===== src/sv/htd_ram.sv =====
// Generic single-port-write, single-port-read RAM with registered read data.
module htd_ram #(
  parameter int WIDTH = 8,
  parameter int DEPTH = 16
) (
  input  logic                     clk,
  input  logic                     we,
  input  logic [$clog2(DEPTH)-1:0] waddr,
  input  logic [WIDTH-1:0]         wdata,
  input  logic [$clog2(DEPTH)-1:0] raddr,
  output logic [WIDTH-1:0]         rdata
);

  logic [WIDTH-1:0] mem [DEPTH];

  always_ff @(posedge clk) begin
    if (we) begin
      mem[waddr] <= wdata;
    end
    rdata <= mem[raddr];
  end

endmodule


===== config.mk =====
export PLATFORM = sky130hd
export DESIGN_NAME = htd_ram
export DESIGN_NICKNAME = d
export VERILOG_FILES = /design/src/sv/htd_ram.sv
export SDC_FILE = /design/constraint.sdc
export NUM_CORES = 1
export LEC_CHECK = 0
export BUFFER_PORTS_ARGS = -buffer_cell sky130_fd_sc_hd__buf_2
export CORE_ASPECT_RATIO = 1.75
export CORE_MARGIN = 2
export CORE_UTILIZATION = 40
export DETAILED_ROUTE_END_ITERATION = 10
export SETUP_SLACK_MARGIN = 0.4
export SYNTH_ARGS = -nofsm -noshare
export SYNTH_HDL_FRONTEND = slang
export SYNTH_SLANG_ARGS = --single-unit
export TNS_END_PERCENT = 1

===== constraint.sdc =====
create_clock -name clk -period 1.5 [get_ports clk]
set_input_delay 0.075 -clock clk [delete_from_list [all_inputs] [get_ports clk]]
set_output_delay 0.075 -clock clk [all_outputs]
set_load 0.02 [all_outputs]

==> metrics.txt <==
top cells by area, synth edfxtp_1 75%, mux4_2 7.9%, mux4_1 7.1%; CP bufs+invs 0; critical path endpoint category register; TritonCTS Sinks 136; initial detailed-routing violation count approximately 220; Die Span Y approximately 150 um; top cell type by total area after synthesis edfxtp_1; setup bufs post-CTS 0; number of CTS-inserted buffers 17; H-Tree Depth 4; row count 54; wire per inst ~21 um; first-pass GRT wire length 15,300 um; share of cells above drive strength 1 roughly two fifths; Max IR drop VDD ~750 uV; outcome finished clean; mean post-synth cell area 22.5 sq um; total track usage between 10% and 20%; fin crit period around 1.3 ns; CORE AREA 0.0125 sq mm; cell with the most instances after synthesis edfxtp_1; vias in the first global route approximately 2,700; Clock Latency Late Sink roughly 0.4 ns; Final setup viols 0; die width 89.8 um; ys flop type edfxtp_1; nets 310; CP max-delay cell mux4_2; max_cap viols 0; CP Launch Type register; Mapped Nets approximately 250; Final Cycle Share 84.3%; crit path kind reg -> reg; sequential share of the synthesized area between 70 and 80%; area delta synth->final 23.7%; antenna viol nets, final 0; critical path's top delay family multiplexers; count of different cell masters after synthesis 19; placed cell count about 440; final wirelength ~9900 um; CP cell instances mux4_2, a22oi_2, nand2_1; IO buf count 25; initial antenna violation count 0; RSZ-0062 raised after global routing true; ANT cells 0; Post-Syn Instances roughly 230; Post-synth EDFFs 128; Max-slew headroom between 60% and 70%; flops & latches, synth 136; commonest cells in the netlist 128 x edfxtp_1, 18 x mux4_2, 16 x a22oi_1, 14 x mux4_1, 13 x nor2_1; Max Transition Viols Final 0; leakage approximately 0.0021 uW; Fillers roughly 1,000; worst slew pin tran roughly 0.52 ns; Initial Util between 40% and 50%; Top Ports 26; Max Clock Freq a little under 0.8 GHz; Pre-antenna DRT Iters 4; CTS root buf clkbuf_16; WP data arrival between 1.5 and 2 ns; crit-path max FO 1; Syn. warnings 0; synthesized area 0.00515 sq mm; Hold Fails Final Rpt 0; Post-Layout Cell Count roughly 470; clk_skew approximately 0.0066 ns; Critical Path RT roughly 1.8 ns; CTS Buffer Depth 2; DR vias/cell about 5; Async S/R FF share, synth 0%; clock slew at reported path FFs 0.06 ns; Via Count approximately 2,400; share of the synthesized area in the top cell type ~75%; DPL Wire Length a little under 7000 um; Final Wtd Congestion 0.733; setup TNS 0 ns; pin count of the biggest net entering global routing 20; die area ~0.014 sq mm; slowest stage delay, CP between 0.4 and 0.5 ns; Power Dens Cells approximately 1500 mW/mm^2; CTS tree yes; GRT Residual Overflow 0; worst min path class in -> reg; Post-route DRC 0
-- kinds of logic (layout without fill, tap and decap cells) --
logic type / after synthesis / after routing / synth area share (%)
flip-flops: 136 / 136 / 77.8
AND/OR/NAND/NOR: 35 / 35 / 3.18
multiplexers: 32 / 32 / 15.0
AO/OA/AOI/OAI: 16 / 16 / 2.33
buffers and inverters: 10 / 86 / 1.68
-- through the flow --
stage | worst slack, ns | total power [uW] | area [sq um] | util (%) | hold WS, ns
CTS | 0.247 | 9320 | 6360 | 50.9 | 0.0328
global placement | 0.0329 | 4800 | 5700 | 45.6 | 0.454
finish | 0.236 | 9250 | 6360 | 50.9 | 0.0470
floorplan | 0.233 | 4600 | 5170 | - | 0.174
detailed placement | 0.0226 | 4800 | 5700 | 45.6 | 0.468
global route | 0.193 | 9520 | 6360 | 50.9 | 0.0456
-- area by class of cell --
type | count | area (sq um) | area share, %
sequential | 136 | 4000 | 62.9
multi-input combinational | 83 | 1090 | 17.2
clock buffer | 20 | 457 | 7.18
timing repair buffer | 54 | 405 | 6.37
tap | 168 | 210 | 3.30
clock inverter | 12 | 196 | 3.09
-- timing repair --
action                                  in CTS  in global routing
resized for setup                           15                  3
pin swaps                                    3                  2
hold buffers                                 0                  0
endpoints found under the setup margin       8                  8
cloned                                       0                  0
-- placed cells by master (no fill, tap or decap), types with 7 or more instances in the layout --
cell type | Yosys | final
a22oi_2 | 0 | 9
nand2_1 | 9 | 9
a22oi_1 | 16 | 7
clkbuf_16 | 0 | 17
buf_2 | 3 | 25
dfxtp_1 | 8 | 8
edfxtp_1 | 128 | 128
nor2_1 | 13 | 10
buf_4 | 1 | 24
mux4_2 | 18 | 27
-- flip-flops by register name, indices dropped and copies added (netlist names) --
register,flops
rdata,8
mem,128
-- path summary, 6_finish.rpt --
kind	startpoint	end	slack (ns)	depth (start not counted)
min	wdata[4]	mem[2][4]$_DFFE_PP_	0.05	1
max	mem[3][2]$_DFFE_PP_	rdata[2]$_DFF_P_	0.24	3
max reg2reg	mem[3][2]$_DFFE_PP_	rdata[2]$_DFF_P_	0.24	3
min reg2reg	mem[14][0]$_DFFE_PP_	rdata[0]$_DFF_P_	0.67	3
-- report_power, final --
part	leakage, uW	switching (uW)	internal, uW
clock network	0.000312	1480	3030
logic	0.000612	260	200
registers	0.00122	26.4	4250
total	0.00215	1770	7480
-- per-layer routing --
layer	vias to the layer above	wire, um	track usage, %
met2	68	5770	29.0
li1	1099	-	-
met5	-	0	0
met1	1263	3650	16.3
met3	2	406	4.85
met4	0	72	5.49
(Power assumes the default switching activity.)
